<file path="config.mk">
export PLATFORM = sky130hd
export DESIGN_NAME = iova_region_translation_table_unit
export DESIGN_NICKNAME = d
export VERILOG_FILES = /design/src/sv/iovart_pkg.sv /design/src/sv/iovart_match.sv /design/src/sv/iova_region_translation_table_unit.sv
export SDC_FILE = /design/constraint.sdc
export NUM_CORES = 2
export LEC_CHECK = 0
export ABC_CLOCK_PERIOD_IN_PS = 23400
export BUFFER_PORTS_ARGS = -buffer_cell sky130_fd_sc_hd__clkbuf_2
export CAP_MARGIN = 10
export CORE_MARGIN = 2
export CORE_UTILIZATION = 60
export DETAILED_ROUTE_END_ITERATION = 16
export GPL_ROUTABILITY_DRIVEN = 0
export PLACE_DENSITY = 0.77
export SLEW_MARGIN = 20
export SYNTH_ARGS = -nofsm -noshare
export SYNTH_HDL_FRONTEND = slang
export SYNTH_SLANG_ARGS = --single-unit
</file>
<file path="constraint.sdc">
create_clock -name clk_i -period 23.4 [get_ports clk_i]
set_input_delay 2.34 -clock clk_i [delete_from_list [all_inputs] [get_ports clk_i]]
set_output_delay 2.34 -clock clk_i [all_outputs]
set_load 0.05 [all_outputs]
</file>
<file path="src/sv/iovart_pkg.sv">
// Package for the address region translation table.
// Holds the table size, index and count widths, opcode and status codes, and the entry types.
// Has no dependencies; the match module and the top level use it.
package iovart_pkg;

  localparam int unsigned TABLE_ENTRIES = 8;
  localparam int unsigned ADDR_W = 64;
  localparam int unsigned IDX_W = (TABLE_ENTRIES > 1) ? $clog2(TABLE_ENTRIES) : 1;
  localparam int unsigned CNT_W = $clog2(TABLE_ENTRIES + 1);

  typedef enum logic [1:0] {
    OP_LOOKUP = 2'd0,
    OP_ADD    = 2'd1,
    OP_REMOVE = 2'd2
  } opcode_e;

  typedef enum logic [1:0] {
    ST_OK      = 2'd0,
    ST_MISS    = 2'd1,
    ST_FULL    = 2'd2,
    ST_IGNORED = 2'd3
  } status_e;

  // The last address and the sum of base and offset are kept instead of the size,
  // since every test and the translation only ever need those values.
  typedef struct packed {
    logic [ADDR_W-1:0] start;
    logic [ADDR_W-1:0] last;
    logic [ADDR_W-1:0] bsum;
  } entry_t;

  typedef struct packed {
    logic hit;
    logic covered;
  } match_t;

  function automatic logic [3:0] cnt_to_nib(input logic [CNT_W-1:0] cnt);
    logic [CNT_W+3:0] ext;
    ext = {4'b0000, cnt};
    return ext[3:0];
  endfunction

endpackage

</file>
<file path="src/sv/iovart_match.sv">
// Region tests for one table entry against the current request.
// Computes the lookup hit, the removal coverage and the offset into the region.
// Depends on iovart_pkg.
module iovart_match (
  input  iovart_pkg::entry_t                 entry_i,
  input  logic [iovart_pkg::ADDR_W-1:0]      addr_start_i,
  input  logic [iovart_pkg::ADDR_W-1:0]      addr_last_i,
  output iovart_pkg::match_t                 match_o,
  output logic [iovart_pkg::ADDR_W-1:0]      diff_o
);

  logic [iovart_pkg::ADDR_W-1:0] end_excl;

  assign end_excl = entry_i.last + iovart_pkg::ADDR_W'(1);

  assign match_o.hit     = (addr_start_i >= entry_i.start) && (addr_start_i < end_excl);
  assign match_o.covered = (addr_start_i <= entry_i.start) && (addr_last_i >= entry_i.last);
  assign diff_o          = addr_start_i - entry_i.start;

endmodule

</file>
<file path="src/sv/iova_region_translation_table_unit.sv">
// Address region translation table: lookup, add and remove over a table held in one RAM.
// From accepted start to done_o: a lookup reads entries in order up to the first hit and
// then sums the address in S_SUM; a lookup miss and a remove read every entry, one RAM
// read per entry; an add stops at the first free slot. busy is low in the cycle of done_o.
// The receiver cannot stall; each result is valid only while done_o is high.
// Reset clears all valid bits and the region count; RAM contents are left undefined.
module iova_region_translation_table_unit (
  input  logic                              clk_i,
  input  logic                              rst_ni,
  input  logic                              start,
  output logic                              busy,
  input  logic [1:0]                        opcode_i,
  input  logic [iovart_pkg::ADDR_W-1:0]     addr_start_i,
  input  logic [iovart_pkg::ADDR_W-1:0]     addr_last_i,
  input  logic [iovart_pkg::ADDR_W-1:0]     target_base_i,
  input  logic [iovart_pkg::ADDR_W-1:0]     target_offset_i,
  output logic                              done_o,
  output logic [1:0]                        status_o,
  output logic [iovart_pkg::ADDR_W-1:0]     translated_addr_o,
  output logic [3:0]                        regions_in_use_o,
  output logic [3:0]                        removed_count_o
);

  localparam int unsigned N  = iovart_pkg::TABLE_ENTRIES;
  localparam int unsigned IW = iovart_pkg::IDX_W;
  localparam int unsigned CW = iovart_pkg::CNT_W;
  localparam int unsigned AW = iovart_pkg::ADDR_W;
  localparam logic [IW-1:0] LastIdx = IW'(N - 1);

  localparam logic [1:0] S_IDLE = 2'd0;
  localparam logic [1:0] S_SCAN = 2'd1;
  localparam logic [1:0] S_ADD  = 2'd2;
  localparam logic [1:0] S_SUM  = 2'd3;

  logic [1:0]              state_q, state_d;
  logic [IW-1:0]           cnt_q, cnt_d;
  logic                    issue_q, issue_d;
  logic                    pend_q, pend_d;
  logic [IW-1:0]           pend_idx_q, pend_idx_d;
  logic [N-1:0]            valid_q, valid_d;
  logic [CW-1:0]           count_q, count_d;
  logic [CW-1:0]           removed_q, removed_d;
  logic                    done_q, done_d;
  logic                    lookup_q, lookup_d;
  iovart_pkg::status_e     status_q, status_d;
  logic [AW-1:0]           xlat_q, xlat_d;
  logic [AW-1:0]           diff_q, diff_d;
  logic [AW-1:0]           bsum_q, bsum_d;
  logic [AW-1:0]           req_a0_q, req_a0_d;
  logic [AW-1:0]           req_a1_q, req_a1_d;
  logic [AW-1:0]           req_base_q, req_base_d;
  logic [AW-1:0]           req_ofs_q, req_ofs_d;

  iovart_pkg::entry_t      mem_q [N];
  iovart_pkg::entry_t      rdata_q;
  iovart_pkg::entry_t      mem_wdata;
  logic                    mem_we;

  iovart_pkg::match_t      match;
  logic [AW-1:0]           match_diff;
  logic                    accept;

  iovart_match u_match (
    .entry_i      (rdata_q),
    .addr_start_i (req_a0_q),
    .addr_last_i  (req_a1_q),
    .match_o      (match),
    .diff_o       (match_diff)
  );

  assign busy   = (state_q != S_IDLE);
  assign accept = start && !busy;

  always_comb begin
    state_d    = state_q;
    cnt_d      = cnt_q;
    issue_d    = issue_q;
    valid_d    = valid_q;
    count_d    = count_q;
    removed_d  = removed_q;
    done_d     = 1'b0;
    lookup_d   = lookup_q;
    status_d   = status_q;
    xlat_d     = xlat_q;
    diff_d     = diff_q;
    bsum_d     = bsum_q;
    req_a0_d   = req_a0_q;
    req_a1_d   = req_a1_q;
    req_base_d = req_base_q;
    req_ofs_d  = req_ofs_q;
    mem_we     = 1'b0;
    mem_wdata  = '{start: req_a0_q, last: req_a1_q, bsum: req_base_q + req_ofs_q};

    unique case (state_q)
      S_IDLE: begin
        if (accept) begin
          req_a0_d   = addr_start_i;
          req_a1_d   = addr_last_i;
          req_base_d = target_base_i;
          req_ofs_d  = target_offset_i;
          removed_d  = '0;
          xlat_d     = '0;
          cnt_d      = '0;
          lookup_d   = 1'b0;
          unique case (iovart_pkg::opcode_e'(opcode_i))
            iovart_pkg::OP_LOOKUP: begin
              lookup_d = 1'b1;
              issue_d  = 1'b1;
              state_d  = S_SCAN;
            end
            iovart_pkg::OP_ADD: begin
              if (target_base_i != '0) begin
                state_d = S_ADD;
              end else begin
                status_d = iovart_pkg::ST_IGNORED;
                done_d   = 1'b1;
              end
            end
            iovart_pkg::OP_REMOVE: begin
              if (addr_start_i != addr_last_i) begin
                issue_d = 1'b1;
                state_d = S_SCAN;
              end else begin
                status_d = iovart_pkg::ST_IGNORED;
                done_d   = 1'b1;
              end
            end
            default: begin
              status_d = iovart_pkg::ST_IGNORED;
              done_d   = 1'b1;
            end
          endcase
        end
      end
      S_SCAN: begin
        if (issue_q) begin
          if (cnt_q == LastIdx) begin
            issue_d = 1'b0;
          end else begin
            cnt_d = cnt_q + IW'(1);
          end
        end
        if (pend_q) begin
          if (lookup_q) begin
            if (valid_q[pend_idx_q] && match.hit) begin
              diff_d  = match_diff;
              bsum_d  = rdata_q.bsum;
              issue_d = 1'b0;
              state_d = S_SUM;
            end else if (pend_idx_q == LastIdx) begin
              status_d = iovart_pkg::ST_MISS;
              done_d   = 1'b1;
              state_d  = S_IDLE;
            end
          end else begin
            if (valid_q[pend_idx_q] && match.covered) begin
              valid_d[pend_idx_q] = 1'b0;
              count_d             = count_q - CW'(1);
              removed_d           = removed_q + CW'(1);
            end
            if (pend_idx_q == LastIdx) begin
              status_d = iovart_pkg::ST_OK;
              done_d   = 1'b1;
              state_d  = S_IDLE;
            end
          end
        end
      end
      S_ADD: begin
        if (!valid_q[cnt_q]) begin
          mem_we         = 1'b1;
          valid_d[cnt_q] = 1'b1;
          count_d        = count_q + CW'(1);
          status_d       = iovart_pkg::ST_OK;
          done_d         = 1'b1;
          state_d        = S_IDLE;
        end else if (cnt_q == LastIdx) begin
          status_d = iovart_pkg::ST_FULL;
          done_d   = 1'b1;
          state_d  = S_IDLE;
        end else begin
          cnt_d = cnt_q + IW'(1);
        end
      end
      S_SUM: begin
        xlat_d   = diff_q + bsum_q;
        status_d = iovart_pkg::ST_OK;
        done_d   = 1'b1;
        state_d  = S_IDLE;
      end
      default: begin
        state_d = S_IDLE;
      end
    endcase

    pend_d     = issue_q && (state_d == S_SCAN);
    pend_idx_d = cnt_q;
  end

  always_ff @(posedge clk_i or negedge rst_ni) begin
    if (!rst_ni) begin
      state_q    <= S_IDLE;
      cnt_q      <= '0;
      issue_q    <= 1'b0;
      pend_q     <= 1'b0;
      pend_idx_q <= '0;
      valid_q    <= '0;
      count_q    <= '0;
      done_q     <= 1'b0;
      lookup_q   <= 1'b0;
    end else begin
      state_q    <= state_d;
      cnt_q      <= cnt_d;
      issue_q    <= issue_d;
      pend_q     <= pend_d;
      pend_idx_q <= pend_idx_d;
      valid_q    <= valid_d;
      count_q    <= count_d;
      done_q     <= done_d;
      lookup_q   <= lookup_d;
    end
  end

  always_ff @(posedge clk_i) begin
    removed_q  <= removed_d;
    status_q   <= status_d;
    xlat_q     <= xlat_d;
    diff_q     <= diff_d;
    bsum_q     <= bsum_d;
    req_a0_q   <= req_a0_d;
    req_a1_q   <= req_a1_d;
    req_base_q <= req_base_d;
    req_ofs_q  <= req_ofs_d;
  end

  always_ff @(posedge clk_i) begin
    if (mem_we) begin
      mem_q[cnt_q] <= mem_wdata;
    end
    rdata_q <= mem_q[cnt_q];
  end

  assign done_o            = done_q;
  assign status_o          = status_q;
  assign translated_addr_o = xlat_q;
  assign regions_in_use_o  = iovart_pkg::cnt_to_nib(count_q);
  assign removed_count_o   = iovart_pkg::cnt_to_nib(removed_q);

`ifndef SYNTHESIS
  a_accept_progress: assert property (@(posedge clk_i) disable iff (!rst_ni)
    (start && !busy) |=> (busy || done_o))
    else $error("Accepted request neither started work nor produced a result.");

  a_count_matches_valid: assert property (@(posedge clk_i) disable iff (!rst_ni)
    $countones(valid_q) == int'(count_q))
    else $error("Region count differs from the number of valid entries.");

  a_xlat_zero_unless_hit: assert property (@(posedge clk_i) disable iff (!rst_ni)
    (done_o && (status_o != iovart_pkg::ST_OK)) |-> (translated_addr_o == '0))
    else $error("Translated address is nonzero on a result that is not a hit.");

  a_full_only_when_full: assert property (@(posedge clk_i) disable iff (!rst_ni)
    (done_o && (status_o == iovart_pkg::ST_FULL)) |-> (valid_q == {N{1'b1}}))
    else $error("Table full reported while a slot is free.");
`endif

endmodule

</file>
* Yosys cells after proc, flatten, opt, wreduce, memory -nomap -nowiden
Memory sizes are Yosys's and may differ from the RTL's. A register that Yosys moved wholly into a read port is not among the register bits. Cells that the tools add are included.
Operators by class: add/sub/neg operators 8, $lt $le $gt $ge 8, eq/ne operators 25, multiplexer cells 78, bitwise gates (word level) 3, reduce and logical (&&, ||, !) cells 25
Operator list (count):
- 64-bit adder | 2
- 64-bit greater-or-equal comparator | 2
- 64-bit case mux with 2 select lines | 1
- 64-bit by 1-bit adder with 64-bit output (second input constant) | 1
- 64-bit less-or-equal comparator | 1
- 64-bit < comparator | 1
- 64-bit 2-to-1 mux | 1
- 64-bit != test | 1
- 64-bit nonzero test | 1
- 64-bit subtractor | 1
- 2-bit 2-to-1 mux | 19
- 4-bit 2-to-1 mux | 8
- 8-bit 2-to-1 mux | 4
- 1-bit 2-to-1 mux | 25
- 3-bit != test (second input constant) | 7
- 2-bit != test (second input constant) | 8
- 2-bit case mux with 4 select lines | 2
- 4-bit case mux with 2 select lines | 2
- 8-bit case mux with 2 select lines | 1
- 3-bit 2-to-1 mux | 4
- 2-bit case mux with 3 select lines | 2
- 4-bit AND reduction | 3
- 5-bit AND reduction | 2
- 3-bit case mux with 3 select lines | 1
- other kinds (24) | 47
Storage, ports and cells: flip-flop bits (word level) 478, memory bits (writable) 1536, input port bits 261, output and inout bits 76, word-level logic and storage cells 166, memories kept 1
Memories:
- mem_q | depth 8, bits a word 192, rd ports 1, clocked after Yosys merged registers in 1, wr ports 1, line iova_region_translation_table_unit.sv:54 | iovart_pkg::entry_t mem_q [N];

* Depth between registers and ports, before layout
depth after elaboration 10, mapped depth 25, mapped depth without buffers 23

* Cells and area by module
Synthesis repeated with hierarchy kept, for this count alone.
Second synthesis, totals: cell total of the unflattened synthesis 5933, area, all modules 89652.2 sq um
Modules (own cells, without submodules):
- iova_region_translation_table_unit | instances 1, cells each 4743, area an instance 81264.2 sq um, seq. area each 64201.6 sq um
- iovart_match | instances 1, cells each 1190, area an instance 8388.0 sq um, seq. area each 0.0 sq um

* Worst setup path after synthesis
Ideal clock, no wire load.
path kind reg2reg, from register cnt_q[1], to memory mem_q[0][0] in the netlist's numbering (enable), library setup time 748 ps, data arrival time 9593 ps, required time 22652 ps, path slack 13059 ps, cell stages (with the launch flop) 6, path buffers 1, period minus slack after synthesis 10341 ps, path through dfrtp_1 > clkbuf_1 > mux4_2 > mux2i_1 > nand2_1 > nor2_1
On the way: cells in the longest elaborated chain, start to end 6
Ends and longest elaborated chain:
- start: declaration | line iova_region_translation_table_unit.sv:36 | logic [IW-1:0] cnt_q, cnt_d;
- start signal: assignment | line iova_region_translation_table_unit.sv:213 | cnt_q <= cnt_d;
- 1-bit binary-select mux with 3-bit select | line iova_region_translation_table_unit.sv:170 | if (!valid_q[cnt_q]) begin
- 1-bit 2-to-1 mux (implied by the code) | line iova_region_translation_table_unit.sv:170
- 1-bit 2-to-1 mux | line iova_region_translation_table_unit.sv:170
- 1-bit 2-to-1 mux | line iova_region_translation_table_unit.sv:94 | unique case (state_q)
- 1-bit 2-to-1 mux | line iova_region_translation_table_unit.sv:237 | if (mem_we) begin
- 1-bit 2-to-1 mux (implied by the code) | line iova_region_translation_table_unit.sv:238 | mem_q[cnt_q] <= mem_wdata;
- end: declaration | line iova_region_translation_table_unit.sv:54
Several ways; a longest one is shown, not always the timed one. The select of a mux whose other input is x is not followed.

* Final worst setup path
from register, netlist name rdata_q[64], to register bsum_q[33] (enable)
On the way: cells in the longest elaborated chain, start to end 5
Ends and longest elaborated chain:
- 64-bit by 1-bit adder with 64-bit output | line iovart_match.sv:14 | assign end_excl = entry_i.last + iovart_pkg::ADDR_W'(1);
- 64-bit < comparator | line iovart_match.sv:16 | assign match_o.hit = (addr_start_i >= entry_i.start) && (addr_start_i < end_excl);
- 1-bit logical AND | line iovart_match.sv:16
- 1-bit logical AND | line iova_region_translation_table_unit.sv:145 | if (valid_q[pend_idx_q] && match.hit) begin
- 4-bit AND reduction (no line)
- end signal: assignment | line iova_region_translation_table_unit.sv:229 | bsum_q <= bsum_d;
- end: declaration | line iova_region_translation_table_unit.sv:48 | logic [AW-1:0] bsum_q, bsum_d;
No other way between the ends. A chain may end at the register's enable or synchronous reset.

==> reports/results.ini <==
[timing]
grt_setup_unrepaired = false
max_freq_mhz = 133
fin_crit_sh_pct = 32.2
max_slew.worst_pin.slew_ns = 1.20
slew_headroom_pct = 19.2
hold_viol = 0
slew_violations = 0
fin_crit_ns = 7.55
skew_ns = 0.0302
setup_viol_count_final = 0
tns_ns = 0

[yosys]
ys_seq_area_share_pct = 72.3
ys_ff_latch = 2206
synth_area_um2 = 88800
syn_nets = 6434
synth_cell_types = 80
synthArstFlopShare_pct = 1.09
synth_area_per_cell_um2 = 15.2
yosysWarnings = 0
syn_inst = 5842
yosys_most_used_dff = edfxtp_1
synth_edf_count = 1990

[detailed_routing]
drt-total-wl_um = 236000
wl_per_cell_um = 28.5
drtAntennaViolNets = 0
via_per_inst = 6.63
route.detailed.drc = 0
drt_first_pass_iters = 7
drt_iter0_drc = 7207
num_vias = 55100

[worst_setup_path]
crit_type = reg -> reg
end_kind = flip-flop
cpPeakStageDelay_ns = 0.88
cp-start-kind = flip-flop
cp_cell_sequence = ha_1 > nand2_1 > or3_1 > nor2_1 > and3_1 > and2_1 > and3_1 > nor2b_1 > nand2_1 > nor3_1 > xnor2_1 > ha_1 > nand4_1 > or2_2 > nand3b_1 > nand4b_1 > o32a_1 > o2111ai_1 > nor4_2 > and3_4 > buf_4
critPathArrivalTime_ns = 7.98
crit_required_ns = 23.83
critPathTopFamily = simple AND/OR/NAND/NOR gates
path_buf_inv = 1
crit_path_top_delay_cell = nor4_2
cp_max_fo = 86

[grt]
grt_usage_pct = 31.1
gr-total-overflow = 0
grt_pass1_wl_um = 345000
grt_pass1_vias = 52400
grt_max_degree = 141
antenna_found_initial = 9

[power_and_ir_drop]
power.leakage_nw = 34.4
powerDensity_nw_per_um2 = 77.1
total_power_mw = 7.68
ir_drop_mv = 0.0684

[layout]
seqCellArea_um2 = 64200
area_growth_pct = 12.2
layout.cells.most_common_list = edfxtp_1 (1990), a22oi_1 (768), clkbuf_2 (336), ha_1 (327), nand4_1 (275)
fin_cells = 8311
fillers = 9514
multiInputGateArea_um2 = 23000
final_nets = 6790
final_common_cell = edfxtp_1
drive_gt1_share_pct = 12.2

[placement]
numPortBuffers = 336
dpl.cell_count = 7919
place_hpwl_um = 148000

[status]
outcome = complete, no violations

[clocking]
cts_root_buf = clkbuf_16
cts_buffer_depth = 3
clk_latency_ns = 0.84
cts.repair.resized = 0
cts_sinks = 2206
post_cts_buffers = 0
holdBufCountCts = 0
htree_num_levels = 4
cts_buffers = 207
clkTransAtPathRegs_ns = 0.06
cts_tree = built

[die]
coreArea_um2 = 147000
num_rows = 141
die_w_um = 389
die_y_um = 389
die_area_um2 = 151000
io_pins = 337
start_util_pct = 60.3

[flow_run]
cap_violations = 0

[min_path]
hp-class = reg -> reg

logic make-up (layout without fill, tap and decap cells):
group                      after synthesis  in the layout  synth area share [%]
other                                    0              1                     0
and+or+nand+nor                        982            982                  5.67
buffers and inverters                  452            990                  1.92
xor gates and xnor gates               305            305                  3.01
muxes                                   11             11                 0.154
adders and majority gates              331            331                  4.70
AOI/OAI and AO/OA                     1555           1555                  12.2
DFF                                   2206           2206                  72.3
where the power goes:
group	leakage [nW]	internal [mW]	switching, mW
logic	11.3	0.0209	0.0325
clock network	3.43	1.96	1.43
registers	19.7	4.24	0
sequential cells by signal, indices dropped and copies added, names as in the netlist:
| register | cells |
|---|---|
| mem_q | 1536 |
| rdata_q | 192 |
| bsum_q | 64 |
| diff_q | 64 |
| req_a0_q | 64 |
| req_a1_q | 64 |
| req_base_q | 64 |
| req_ofs_q | 64 |
| translated_addr_o | 64 |
| valid_q | 8 |
| regions_in_use_o | 4 |
| removed_count_o | 4 |
| cnt_q | 3 |
| pend_idx_q | 3 |
| state_q | 2 |
| status_o | 2 |
| done_o | 1 |
| issue_q | 1 |
| lookup_q | 1 |
| pend_q | 1 |
synth_stat cells (all sizes together), types with 7 or more instances:
cell       n  area share (%)
o21a      25            0.21
a221oi    12            0.12
nand2b    27            0.19
nor4      54            0.39
and3      31            0.22
a211oi    18            0.16
buf       14           0.063
o211ai    18            0.17
nor3b      7           0.059
nor3      48            0.27
nand3     72            0.41
a21boi    16            0.14
clkbuf   237             1.0
o21bai    45            0.38
mux2i      8           0.090
xor2     132             1.3
o41ai      8            0.11
ha       327             4.6
inv      199            0.84
o31ai     16            0.14
and2      10           0.070
nor2b     26            0.18
a31oi     23            0.18
o21ai    146            0.82
a22oi    768             6.5
edfxtp  1990              67
dfxtp    192             4.3
a21oi    243             1.4
nand2    203            0.86
xnor2    173             1.7
nand4    275             1.9
dfrtp     24            0.68
or3       12           0.085
o311ai     9           0.089
a211o      8           0.079
nor2     199            0.84
a21o     149             1.3
through the flow:
step / hold slack [ns] / cell area (um2) / setup slack, ns / utilization [%]
global route: 0.405 / 99600 / 15.39 / 67.6
finish: 0.401 / 99600 / 15.85 / 67.6
floorplan: 0.376 / 88800 / 13.06 / -
global placement: 0.388 / 92700 / 16.19 / 62.9
CTS: 0.401 / 99600 / 16.00 / 67.6
detailed placement: 0.389 / 92700 / 16.01 / 62.9
path summary, 6_finish.rpt:
kind,start,end,slack (ns),cells past startpoint
setup / recovery,rdata_q[64],bsum_q[33],15.85,21
hold / removal,rdata_q[0],bsum_q[0],0.40,0
setup reg to reg,rdata_q[64],bsum_q[33],15.85,21
hold reg to reg,rdata_q[0],bsum_q[0],0.40,0
max in group asynchronous,rst_ni,state_q[0],21.45,1
min in group asynchronous,rst_ni,done_o,1.52,1
per-layer routing:
layer | GRT usage (%) | vias to the layer above | share of wire, %
met2 | 46.3 | 3627 | 45
li1 | - | 23900 | -
met4 | 11.3 | 10 | 3.6
met3 | 7.04 | 453 | 13
met5 | 0 | - | 0.027
met1 | 45.2 | 27200 | 39
layout make-up:
type	count	area share [%]
clock buffer	274	5.71
inverter	201	0.765
tap	1930	2.42
timing repair buffer	398	2.26
multi-input combinational	3184	23.1
sequential	2206	64.4
antenna	1	0.00251
clock inverter	117	1.27
Power figures use the tool's default switching activity.
